**config.mk**
```make
export PLATFORM = sky130hd
export DESIGN_NAME = servo_bus_packet_transaction_flat
export DESIGN_NICKNAME = d
export VERILOG_FILES = /design/src/rtl/sbpt_pkg.sv /design/src/rtl/sbpt_if.sv /design/src/rtl/servo_bus_packet_transaction.sv /design/src/rtl/sbpt_core.sv /design/src/rtl/sbpt_serializer.sv /design/src/flat_wrapper.sv
export SDC_FILE = /design/constraint.sdc
export NUM_CORES = 1
export LEC_CHECK = 0
export BUFFER_PORTS_ARGS = -buffer_cell sky130_fd_sc_hd__buf_2
export CAP_MARGIN = 15
export CORE_MARGIN = 2
export CORE_UTILIZATION = 60
export CTS_CLUSTER_SIZE = 28
export DETAILED_ROUTE_END_ITERATION = 16
export GPL_TIMING_DRIVEN = 0
export PLACE_DENSITY = 0.87
export SLEW_MARGIN = 20
export SYNTH_ARGS = -nofsm -noshare
export SYNTH_HDL_FRONTEND = slang
export SYNTH_SLANG_ARGS = --single-unit
export TNS_END_PERCENT = 5
```
**constraint.sdc**
```tcl
create_clock -name clk_i -period 4.6 [get_ports clk_i]
set_input_delay 0.69 -clock clk_i [delete_from_list [all_inputs] [get_ports clk_i]]
set_output_delay 0.69 -clock clk_i [all_outputs]
set_load 0.05 [all_outputs]
```
**src/rtl/sbpt_pkg.sv**
```systemverilog
// ----------------------------------------------------------------------------
// sbpt_pkg
// Shared types and constants of the servo bus packet transaction block.
// ----------------------------------------------------------------------------
package sbpt_pkg;

  localparam int unsigned ByteW      = 8;
  localparam int unsigned CntW       = 6;
  localparam int unsigned CmdW       = 2;
  localparam int unsigned KindW      = 2;
  localparam int unsigned MaxParams  = 32;
  localparam int unsigned MaxReply   = 32;
  localparam int unsigned MaxResults = 6;
  localparam int unsigned ResCntW    = $clog2(MaxResults + 1);

  localparam logic [ByteW-1:0] SyncByte = 8'hFF;
  localparam logic [ByteW-1:0] LenExtra = 8'd2;

  typedef enum logic [CmdW-1:0] {
    CmdStart   = 2'd0,
    CmdParam   = 2'd1,
    CmdReply   = 2'd2,
    CmdTimeout = 2'd3
  } cmd_e;

  typedef enum logic [KindW-1:0] {
    KindTx   = 2'd0,
    KindData = 2'd1,
    KindDone = 2'd2
  } kind_e;

  typedef struct packed {
    logic [CmdW-1:0]  command;
    logic [ByteW-1:0] servo_id;
    logic [ByteW-1:0] instruction;
    logic [CntW-1:0]  param_count;
    logic [CntW-1:0]  reply_data_count;
    logic [ByteW-1:0] data_byte;
  } item_t;

  // All results caused by one input item; only the byte differs between them.
  typedef struct packed {
    logic [ResCntW-1:0]                cnt;
    kind_e                             kind;
    logic [MaxResults-1:0][ByteW-1:0]  bytes;
    logic                              header_bad;
    logic                              id_bad;
    logic                              checksum_bad;
    logic                              timed_out;
    logic [ByteW-1:0]                  servo_error;
  } bundle_t;

endpackage

```
**src/rtl/sbpt_if.sv**
```systemverilog
// ----------------------------------------------------------------------------
// sbpt_if
// Valid/ready channels for command items and result items.
// ----------------------------------------------------------------------------
interface sbpt_in_if;
  import sbpt_pkg::*;

  logic             valid;
  logic             ready;
  logic [CmdW-1:0]  command;
  logic [ByteW-1:0] servo_id;
  logic [ByteW-1:0] instruction;
  logic [CntW-1:0]  param_count;
  logic [CntW-1:0]  reply_data_count;
  logic [ByteW-1:0] data_byte;

  modport source (
    output valid, command, servo_id, instruction, param_count, reply_data_count, data_byte,
    input  ready
  );
  modport sink (
    input  valid, command, servo_id, instruction, param_count, reply_data_count, data_byte,
    output ready
  );
endinterface

interface sbpt_out_if;
  import sbpt_pkg::*;

  logic             valid;
  logic             ready;
  logic [KindW-1:0] kind;
  logic [ByteW-1:0] out_byte;
  logic             header_bad;
  logic             id_bad;
  logic             checksum_bad;
  logic             timed_out;
  logic [ByteW-1:0] servo_error;
  logic             last;

  modport source (
    output valid, kind, out_byte, header_bad, id_bad, checksum_bad, timed_out,
           servo_error, last,
    input  ready
  );
  modport sink (
    input  valid, kind, out_byte, header_bad, id_bad, checksum_bad, timed_out,
           servo_error, last,
    output ready
  );
endinterface

```
**src/rtl/servo_bus_packet_transaction.sv**
```systemverilog
// ----------------------------------------------------------------------------
// servo_bus_packet_transaction
// Builds a servo bus request packet and checks the status reply.
// ----------------------------------------------------------------------------
// An item waits in the input register until the result register takes it.
// Throughput: one item per cycle while no item gives two results and the
// output is ready; a start item gives five or six results, one per transfer.
// Reset clears the transaction state to idle and empties both registers.
module servo_bus_packet_transaction (
  input  logic       clk_i,
  input  logic       rst_ni,
  sbpt_in_if.sink    cmd_i,
  sbpt_out_if.source res_o
);
  import sbpt_pkg::*;

  item_t   item;
  bundle_t bundle;
  logic    load;

  assign item.command          = cmd_i.command;
  assign item.servo_id         = cmd_i.servo_id;
  assign item.instruction      = cmd_i.instruction;
  assign item.param_count      = cmd_i.param_count;
  assign item.reply_data_count = cmd_i.reply_data_count;
  assign item.data_byte        = cmd_i.data_byte;

  sbpt_core u_core (
    .clk_i      (clk_i),
    .rst_ni     (rst_ni),
    .in_valid_i (cmd_i.valid),
    .in_ready_o (cmd_i.ready),
    .in_item_i  (item),
    .load_i     (load),
    .bundle_o   (bundle)
  );

  sbpt_serializer u_ser (
    .clk_i    (clk_i),
    .rst_ni   (rst_ni),
    .bundle_i (bundle),
    .load_o   (load),
    .res_o    (res_o)
  );

  // A done result always closes the results of its item.
  a_done_last : assert property (@(posedge clk_i) disable iff (!rst_ni)
    res_o.valid && (res_o.kind == KindDone) |-> res_o.last)
    else $error("done result not marked last");

  // A timeout carries no reply status.
  a_timeout_clean : assert property (@(posedge clk_i) disable iff (!rst_ni)
    res_o.valid && res_o.timed_out |->
      !res_o.header_bad && !res_o.id_bad && !res_o.checksum_bad &&
      (res_o.servo_error == '0))
    else $error("timeout result carries reply flags");

  // Transmit bytes never carry reply status.
  a_tx_clean : assert property (@(posedge clk_i) disable iff (!rst_ni)
    res_o.valid && (res_o.kind == KindTx) |->
      !res_o.timed_out && !res_o.checksum_bad && (res_o.servo_error == '0))
    else $error("transmit byte carries status");

  // A stalled result keeps its byte and kind until it is taken.
  a_stall_hold : assert property (@(posedge clk_i) disable iff (!rst_ni)
    res_o.valid && !res_o.ready |=> res_o.valid && $stable(res_o.out_byte) &&
      $stable(res_o.kind))
    else $error("stalled result changed");

endmodule

```
**src/rtl/sbpt_core.sv**
```systemverilog
// ----------------------------------------------------------------------------
// sbpt_core
// Input register and transaction state; turns one item into a result bundle.
// ----------------------------------------------------------------------------
module sbpt_core (
  input  logic             clk_i,
  input  logic             rst_ni,
  input  logic             in_valid_i,
  output logic             in_ready_o,
  input  sbpt_pkg::item_t  in_item_i,
  input  logic             load_i,
  output sbpt_pkg::bundle_t bundle_o
);
  import sbpt_pkg::*;

  typedef enum logic [4:0] {
    PhIdle   = 5'b00001,
    PhParams = 5'b00010,
    PhHead   = 5'b00100,
    PhData   = 5'b01000,
    PhSum    = 5'b10000
  } phase_e;

  localparam logic [CntW-1:0] MaxParamsC = CntW'(MaxParams);
  localparam logic [CntW-1:0] MaxReplyC  = CntW'(MaxReply);

  logic             item_valid_q;
  item_t            item_q;
  logic             fire;

  phase_e           phase_q, phase_d;
  logic [ByteW-1:0] exp_id_q, exp_id_d;
  logic [ByteW-1:0] req_sum_q, req_sum_d;
  logic [CntW-1:0]  params_left_q, params_left_d;
  logic [CntW-1:0]  reply_len_q, reply_len_d;
  logic [CntW-1:0]  pos_q, pos_d;
  logic [ByteW-1:0] reply_sum_q, reply_sum_d;
  logic             hdr_bad_q, hdr_bad_d;
  logic             id_bad_q, id_bad_d;
  logic [ByteW-1:0] err_q, err_d;

  logic [CntW-1:0]  pc_sat;
  logic [CntW-1:0]  rc_sat;
  logic [ByteW-1:0] len;
  logic [ByteW-1:0] start_sum;
  logic [ByteW-1:0] param_sum;
  logic [CntW-1:0]  left_next;
  logic [CntW-1:0]  pos_next;
  logic [ByteW-1:0] rsum_next;
  bundle_t          bundle;

  assign fire       = item_valid_q && load_i;
  assign in_ready_o = !item_valid_q || load_i;

  always_ff @(posedge clk_i or negedge rst_ni) begin
    if (!rst_ni) begin
      item_valid_q <= 1'b0;
    end else if (in_ready_o) begin
      item_valid_q <= in_valid_i;
    end
  end

  always_ff @(posedge clk_i) begin
    if (in_ready_o && in_valid_i) begin
      item_q <= in_item_i;
    end
  end

  assign pc_sat    = (item_q.param_count > MaxParamsC) ? MaxParamsC : item_q.param_count;
  assign rc_sat    = (item_q.reply_data_count > MaxReplyC) ? MaxReplyC
                                                           : item_q.reply_data_count;
  assign len       = ByteW'(pc_sat) + LenExtra;
  assign start_sum = item_q.servo_id + len + item_q.instruction;
  assign param_sum = req_sum_q + item_q.data_byte;
  assign left_next = (params_left_q != '0) ? params_left_q - CntW'(1) : '0;
  assign pos_next  = pos_q + CntW'(1);
  assign rsum_next = reply_sum_q + item_q.data_byte;

  always_comb begin
    phase_d       = phase_q;
    exp_id_d      = exp_id_q;
    req_sum_d     = req_sum_q;
    params_left_d = params_left_q;
    reply_len_d   = reply_len_q;
    pos_d         = pos_q;
    reply_sum_d   = reply_sum_q;
    hdr_bad_d     = hdr_bad_q;
    id_bad_d      = id_bad_q;
    err_d         = err_q;

    bundle              = '0;
    bundle.kind         = KindTx;

    case (cmd_e'(item_q.command))
      CmdStart: begin
        exp_id_d      = item_q.servo_id;
        reply_len_d   = rc_sat;
        params_left_d = pc_sat;
        req_sum_d     = start_sum;
        hdr_bad_d     = 1'b0;
        id_bad_d      = 1'b0;
        err_d         = '0;
        bundle.bytes[0] = SyncByte;
        bundle.bytes[1] = SyncByte;
        bundle.bytes[2] = item_q.servo_id;
        bundle.bytes[3] = len;
        bundle.bytes[4] = item_q.instruction;
        bundle.cnt      = ResCntW'(5);
        if (pc_sat == '0) begin
          // Empty parameter list: the checksum closes the request at once.
          bundle.bytes[5] = ~start_sum;
          bundle.cnt      = ResCntW'(6);
          phase_d         = PhHead;
          pos_d           = '0;
          reply_sum_d     = '0;
        end else begin
          phase_d = PhParams;
        end
      end
      CmdParam: begin
        if (phase_q == PhParams) begin
          bundle.bytes[0] = item_q.data_byte;
          bundle.cnt      = ResCntW'(1);
          req_sum_d       = param_sum;
          params_left_d   = left_next;
          if (left_next == '0) begin
            bundle.bytes[1] = ~param_sum;
            bundle.cnt      = ResCntW'(2);
            phase_d         = PhHead;
            pos_d           = '0;
            reply_sum_d     = '0;
            hdr_bad_d       = 1'b0;
            id_bad_d        = 1'b0;
            err_d           = '0;
          end
        end
      end
      CmdReply: begin
        case (phase_q)
          PhHead: begin
            if (pos_q < CntW'(2)) begin
              if (item_q.data_byte != SyncByte) hdr_bad_d = 1'b1;
              pos_d = pos_next;
            end else if (pos_q == CntW'(2)) begin
              if (item_q.data_byte != exp_id_q) id_bad_d = 1'b1;
              reply_sum_d = rsum_next;
              pos_d       = pos_next;
            end else if (pos_q == CntW'(3)) begin
              // Length byte enters the checksum but is not checked.
              reply_sum_d = rsum_next;
              pos_d       = pos_next;
            end else begin
              err_d       = item_q.data_byte;
              reply_sum_d = rsum_next;
              pos_d       = '0;
              phase_d     = (reply_len_q != '0) ? PhData : PhSum;
            end
          end
          PhData: begin
            bundle.cnt         = ResCntW'(1);
            bundle.kind        = KindData;
            bundle.bytes[0]    = item_q.data_byte;
            bundle.servo_error = err_q;
            reply_sum_d        = rsum_next;
            pos_d              = pos_next;
            if (pos_next >= reply_len_q) phase_d = PhSum;
          end
          PhSum: begin
            bundle.cnt          = ResCntW'(1);
            bundle.kind         = KindDone;
            bundle.header_bad   = hdr_bad_q;
            bundle.id_bad       = id_bad_q;
            bundle.checksum_bad = (item_q.data_byte != ~reply_sum_q);
            bundle.servo_error  = err_q;
            phase_d             = PhIdle;
            pos_d               = '0;
          end
          default: begin
          end
        endcase
      end
      CmdTimeout: begin
        if (phase_q != PhIdle) begin
          bundle.cnt       = ResCntW'(1);
          bundle.kind      = KindDone;
          bundle.timed_out = 1'b1;
          phase_d          = PhIdle;
          pos_d            = '0;
          params_left_d    = '0;
        end
      end
      default: begin
      end
    endcase

    if (!item_valid_q) bundle.cnt = '0;
  end

  assign bundle_o = bundle;

  always_ff @(posedge clk_i or negedge rst_ni) begin
    if (!rst_ni) begin
      phase_q       <= PhIdle;
      exp_id_q      <= '0;
      req_sum_q     <= '0;
      params_left_q <= '0;
      reply_len_q   <= '0;
      pos_q         <= '0;
      reply_sum_q   <= '0;
      hdr_bad_q     <= 1'b0;
      id_bad_q      <= 1'b0;
      err_q         <= '0;
    end else if (fire) begin
      phase_q       <= phase_d;
      exp_id_q      <= exp_id_d;
      req_sum_q     <= req_sum_d;
      params_left_q <= params_left_d;
      reply_len_q   <= reply_len_d;
      pos_q         <= pos_d;
      reply_sum_q   <= reply_sum_d;
      hdr_bad_q     <= hdr_bad_d;
      id_bad_q      <= id_bad_d;
      err_q         <= err_d;
    end
  end

endmodule

```
**src/rtl/sbpt_serializer.sv**
```systemverilog
// ----------------------------------------------------------------------------
// sbpt_serializer
// Result register that hands out the bytes of one bundle, one per transfer.
// ----------------------------------------------------------------------------
module sbpt_serializer (
  input  logic              clk_i,
  input  logic              rst_ni,
  input  sbpt_pkg::bundle_t bundle_i,
  output logic              load_o,
  sbpt_out_if.source        res_o
);
  import sbpt_pkg::*;

  logic [ResCntW-1:0]               cnt_q;
  logic [MaxResults-1:0][ByteW-1:0] bytes_q;
  kind_e                            kind_q;
  logic                             hdr_bad_q;
  logic                             id_bad_q;
  logic                             csum_bad_q;
  logic                             timed_out_q;
  logic [ByteW-1:0]                 err_q;
  logic                             xfer;
  logic                             is_last;

  assign is_last = (cnt_q == ResCntW'(1));
  assign xfer    = res_o.valid && res_o.ready;
  // A new bundle enters once the register is empty or its final result leaves.
  assign load_o  = (cnt_q == '0) || (xfer && is_last);

  always_ff @(posedge clk_i or negedge rst_ni) begin
    if (!rst_ni) begin
      cnt_q <= '0;
    end else if (load_o) begin
      cnt_q <= bundle_i.cnt;
    end else if (xfer) begin
      cnt_q <= cnt_q - ResCntW'(1);
    end
  end

  always_ff @(posedge clk_i) begin
    if (load_o) begin
      bytes_q     <= bundle_i.bytes;
      kind_q      <= bundle_i.kind;
      hdr_bad_q   <= bundle_i.header_bad;
      id_bad_q    <= bundle_i.id_bad;
      csum_bad_q  <= bundle_i.checksum_bad;
      timed_out_q <= bundle_i.timed_out;
      err_q       <= bundle_i.servo_error;
    end else if (xfer) begin
      bytes_q <= {ByteW'(0), bytes_q[MaxResults-1:1]};
    end
  end

  assign res_o.valid        = (cnt_q != '0);
  assign res_o.kind         = kind_q;
  assign res_o.out_byte     = bytes_q[0];
  assign res_o.header_bad   = hdr_bad_q;
  assign res_o.id_bad       = id_bad_q;
  assign res_o.checksum_bad = csum_bad_q;
  assign res_o.timed_out    = timed_out_q;
  assign res_o.servo_error  = err_q;
  assign res_o.last         = is_last;

endmodule

```
**src/flat_wrapper.sv**
```systemverilog
// flat-port wrapper written by rule: the top's interface ports become plain ports
module servo_bus_packet_transaction_flat import sbpt_pkg::*;
  (clk_i, rst_ni, cmd_i_valid, cmd_i_command, cmd_i_servo_id, cmd_i_instruction, cmd_i_param_count, cmd_i_reply_data_count, cmd_i_data_byte, cmd_i_ready, res_o_valid, res_o_kind, res_o_out_byte, res_o_header_bad, res_o_id_bad, res_o_checksum_bad, res_o_timed_out, res_o_servo_error, res_o_last, res_o_ready);
  sbpt_in_if cmd_i_i ();
  sbpt_out_if res_o_i ();
  input  logic clk_i;
  input  logic rst_ni;
  input wire logic [$bits(cmd_i_i.valid)-1:0] cmd_i_valid;
  input wire logic [$bits(cmd_i_i.command)-1:0] cmd_i_command;
  input wire logic [$bits(cmd_i_i.servo_id)-1:0] cmd_i_servo_id;
  input wire logic [$bits(cmd_i_i.instruction)-1:0] cmd_i_instruction;
  input wire logic [$bits(cmd_i_i.param_count)-1:0] cmd_i_param_count;
  input wire logic [$bits(cmd_i_i.reply_data_count)-1:0] cmd_i_reply_data_count;
  input wire logic [$bits(cmd_i_i.data_byte)-1:0] cmd_i_data_byte;
  output wire logic [$bits(cmd_i_i.ready)-1:0] cmd_i_ready;
  output wire logic [$bits(res_o_i.valid)-1:0] res_o_valid;
  output wire logic [$bits(res_o_i.kind)-1:0] res_o_kind;
  output wire logic [$bits(res_o_i.out_byte)-1:0] res_o_out_byte;
  output wire logic [$bits(res_o_i.header_bad)-1:0] res_o_header_bad;
  output wire logic [$bits(res_o_i.id_bad)-1:0] res_o_id_bad;
  output wire logic [$bits(res_o_i.checksum_bad)-1:0] res_o_checksum_bad;
  output wire logic [$bits(res_o_i.timed_out)-1:0] res_o_timed_out;
  output wire logic [$bits(res_o_i.servo_error)-1:0] res_o_servo_error;
  output wire logic [$bits(res_o_i.last)-1:0] res_o_last;
  input wire logic [$bits(res_o_i.ready)-1:0] res_o_ready;
  assign cmd_i_i.valid = cmd_i_valid;
  assign cmd_i_i.command = cmd_i_command;
  assign cmd_i_i.servo_id = cmd_i_servo_id;
  assign cmd_i_i.instruction = cmd_i_instruction;
  assign cmd_i_i.param_count = cmd_i_param_count;
  assign cmd_i_i.reply_data_count = cmd_i_reply_data_count;
  assign cmd_i_i.data_byte = cmd_i_data_byte;
  assign cmd_i_ready = cmd_i_i.ready;
  assign res_o_valid = res_o_i.valid;
  assign res_o_kind = res_o_i.kind;
  assign res_o_out_byte = res_o_i.out_byte;
  assign res_o_header_bad = res_o_i.header_bad;
  assign res_o_id_bad = res_o_i.id_bad;
  assign res_o_checksum_bad = res_o_i.checksum_bad;
  assign res_o_timed_out = res_o_i.timed_out;
  assign res_o_servo_error = res_o_i.servo_error;
  assign res_o_last = res_o_i.last;
  assign res_o_i.ready = res_o_ready;
  servo_bus_packet_transaction u_core (.clk_i(clk_i), .rst_ni(rst_ni), .cmd_i(cmd_i_i), .res_o(res_o_i));
endmodule
```
==> run_results.csv <==
group,metric,value,unit
timing,fin_crit_sh,80.4,%
critical_path,r2r_setup_slack,900,ps
detailed_routing,viasPerCell,5.93,
critical_path,cp.arrival,4020,ps
detailed_routing,ant_nets,0,
detailed_routing,drt_iter0_markers,833,
final_layout,syn_to_final_growth,13.9,%
floorplan,die_h,123,microns
logic_synthesis,syn_area_per_cell,10.6,sq um
final_layout,num-nets-final,967,
logic_synthesis,syn-cell-area,8450,sq um
global_routing,groute.usage.overall,27.9,%
global_routing,grt_pass1_vias,6188,
critical_path,worstPathCellList,"clkbuf_1 -> nor2b_1 -> ha_1 -> xnor2_1 -> fa_1 -> ha_1 -> nor2b_1 -> nor3_1 -> o21bai_1 -> a21oi_1 -> xnor2_1 -> a221o_1",
floorplan,core_area,13800,sq um
power_and_ir_drop,ir_drop,0.000740,V
power_and_ir_drop,p_leak,4.11,nW
power_and_ir_drop,swShare,43.0,%
timing,hold_viol_final,0,
timing,worstMarginPinSlew,722,ps
run,cap_violations,0,
power_and_ir_drop,share_comb_of_total_power,45.4,%
floorplan,die-area,15100,sq um
logic_synthesis,synth.net_count,880,
logic_synthesis,ys_seq_area_share,53.6,%
final_layout,fin_util,69.6,%
global_routing,antenna_found_initial,0,
floorplan,start_util,61.1,%
power_and_ir_drop,p_int,4.11,mW
timing,grt_setup_unrepaired,"false",
logic_synthesis,synth_top_area_share,35.5,%
power_and_ir_drop,p_seq_share,35.7,%
logic_synthesis,ys_async_sr_fraction,37.9,%
timing,finClkSkew,8.44,ps
logic_synthesis,postSynthCellCount,794,
critical_path,crit_path_end_kind,"flip-flop",
floorplan,io_pins,67,
critical_path,cp.buffers_inverters,1,
power_and_ir_drop,power_density,748,nW/um^2
clocking,cts-root-buf,"clkbuf_16",
final_layout,drive_gt1_share,16.0,%
clocking,clockBufferDepth,2,
clocking,post_cts_buffers,0,
global_routing,grt_pass1_wl,31400,microns
timing,maxSlewViolCount,0,
logic_synthesis,yosysWarningCount,0,
clocking,cts.clk_slew.worst_paths,70,ps
logic_synthesis,synth_top_area_cell,"edfxtp_1",
detailed_routing,via_count,6364,
floorplan,dieWidth,123,microns
timing,fmax,0.270,GHz
critical_path,crit_required,4920,ps
critical_path,path_class,"flip-flop to flip-flop",
final_layout,diodes,0,
detailed_routing,avgRoutedWirePerCell,18.3,microns
clocking,cts.sinks,161,
status,status,"finished, final reports clean",
logic_synthesis,synth-edff-count,100,
logic_synthesis,synth_area_leaders,"edfxtp_1, dfrtp_1, nand2_1",
clocking,h-tree-depth,4,
clocking,cts_resized,0,
critical_path,slowest_delay,500,ps
critical_path,start_kind,"flip-flop",
timing,period_minus_slack,3700,ps
placed_design,globalplace.congestion,0.924,
global_routing,grt-ovfl-total,0,
logic_synthesis,synth_cell_type_count,72,
clocking,cts_tree,"done",
min_path,hold_class,"input port to async pin",
detailed_routing,dr.pass1.iters,6,
floorplan,rows,43,
timing,slew_headroom,51.7,%
critical_path,crit_fanout,9,
critical_path,path_delay_family,"adder cells",
critical_path,crit_slowest_cell,"fa_1",
power_and_ir_drop,power.share.clock,18.9,%
clocking,worstSkewPairLatency,440,ps
detailed_routing,drc_errors,0,
placed_design,hpwl,14100,microns
timing,finalSetupTns,0,ps
power_and_ir_drop,p_switching,3.10,mW
placed_design,io_buffers,66,
detailed_routing,routed_wl,19700,microns
clocking,cts_hold_buffers,0,
clocking,numCtsBuffers,17,
global_routing,grt_max_degree,52,
logic_synthesis,synth-seq-cells,161,
timing,setup_viol,0,
logic_synthesis,synthFlopType,"edfxtp_1",
==> layout by cell type, fill, tap and decap left out, types with 8 or more instances in the layout <==
master and count:
fa_1 10, buf_2 68, xor2_1 17, inv_1 42, a21o_1 8, ha_1 34, xnor2_1 16, nor2b_1 12
edfxtp_1 100, o31ai_1 10, buf_4 9, o21ai_0 46, nand2_1 123, clkbuf_16 17, clkbuf_1 25, nor2_1 44
nand3_1 28, mux2i_1 13, dfrtp_1 60, nor3_1 21, a21oi_1 52, and3_1 8
==> per-stage QoR <==
stage	power [mW]	hold slack (ps)	cell area, sq um	setup WS, ps	cells
CTS	7.17	161	9630	925	1074
finish	7.20	159	9630	900	1074
detailed placement	5.76	475	9060	1020	1042
floorplan	4.89	394	8450	1470	794
global placement	5.60	464	9010	1110	1040
global route	7.65	168	9630	737	1074
==> registers in the layout, summed over array words and instances, names as in the netlist, 8 cells and up <==
signal,count
u_core.u_ser.bytes_q,40
u_core.u_core.item_q,38
u_core.u_ser.res_o.out_byte,8
u_core.u_ser.res_o.servo_error,8
u_core.u_core.reply_sum_q,8
u_core.u_core.exp_id_q,8
u_core.u_core.req_sum_q,8
u_core.u_core.err_q,8
==> Yosys cell counts (all sizes together) (14+ instances only) <==
cell,instances
nor3,21
o21ai,47
xnor2,16
ha,34
nand3,29
edfxtp,100
nand2,123
clkbuf,25
xor2,17
inv,42
nor2,46
dfrtp,60
buf,14
a21oi,52
==> kinds of logic (layout without fill, tap and decap cells) <==
| group | count (synthesis) | in the layout | synth area share, % |
|---|---|---|---|
| compound gates | 168 | 168 | 12.8 |
| mux | 20 | 20 | 2.47 |
| flops | 161 | 161 | 53.6 |
| other cells | 1 | 1 | 0.0444 |
| xor+xnor | 33 | 33 | 3.42 |
| simple gates | 286 | 286 | 16.2 |
| buf+inv | 81 | 181 | 4.07 |
| fa+ha+maj | 44 | 44 | 7.40 |
==> power by group through the flow <==
| stage | clock network, mW | logic, mW | registers [mW] |
|---|---|---|---|
| after floorplan | 0 | 2.24 | 2.65 |
| after global placement | 0 | 3.03 | 2.57 |
| after detailed placement | 0 | 3.18 | 2.58 |
| after CTS | 1.37 | 3.24 | 2.56 |
| after global routing | 1.43 | 3.60 | 2.62 |
| final | 1.36 | 3.27 | 2.57 |
==> worst register-to-register path, stage by stage (launching register included) <==
cell	delay (ps)
edfxtp_1	370
clkbuf_1	210
nor2b_1	430
ha_1	270
xnor2_1	240
fa_1	500
ha_1	360
nor2b_1	160
nor3_1	260
o21bai_1	120
a21oi_1	200
xnor2_1	150
a221o_1	330
==> per-layer routing <==
layer | vias to the layer above | share of wire, % | global-route usage [%]
li1 | 3014 | - | -
met1 | 2988 | 42 | 36.7
met2 | 307 | 46 | 43.1
met3 | 55 | 7.7 | 6.32
met4 | 0 | 3.9 | 15.4
met5 | - | 0 | 0
==> final cells by class <==
| class | instances | area (sq um) |
|---|---|---|
| multi-input combinational | 552 | 3590 |
| tap | 180 | 225 |
| buffer | 39 | 188 |
| inverter | 42 | 158 |
| timing repair buffer | 68 | 373 |
| sequential | 161 | 4530 |
| fill | 972 | 4200 |
| clock inverter | 13 | 115 |
| clock buffer | 19 | 453 |
==> path summary, 6_finish.rpt <==
path                                     startpoint                              to  cells past startpoint
max                        u_core.u_core.item_q[19]      u_core.u_core.req_sum_q[7]                     12
min                                          rst_ni  u_core.u_core.params_left_q[4]                      1
max reg2reg                u_core.u_core.item_q[19]      u_core.u_core.req_sum_q[7]                     12
min reg2reg                 u_core.u_core.item_q[8]    u_core.u_core.reply_len_q[0]                      2
max in group asynchronous                    rst_ni        u_core.u_core.phase_q[0]                      2
min in group clk_i                cmd_i_servo_id[4]        u_core.u_core.item_q[32]                      1
Power figures use the tool's default switching activity.
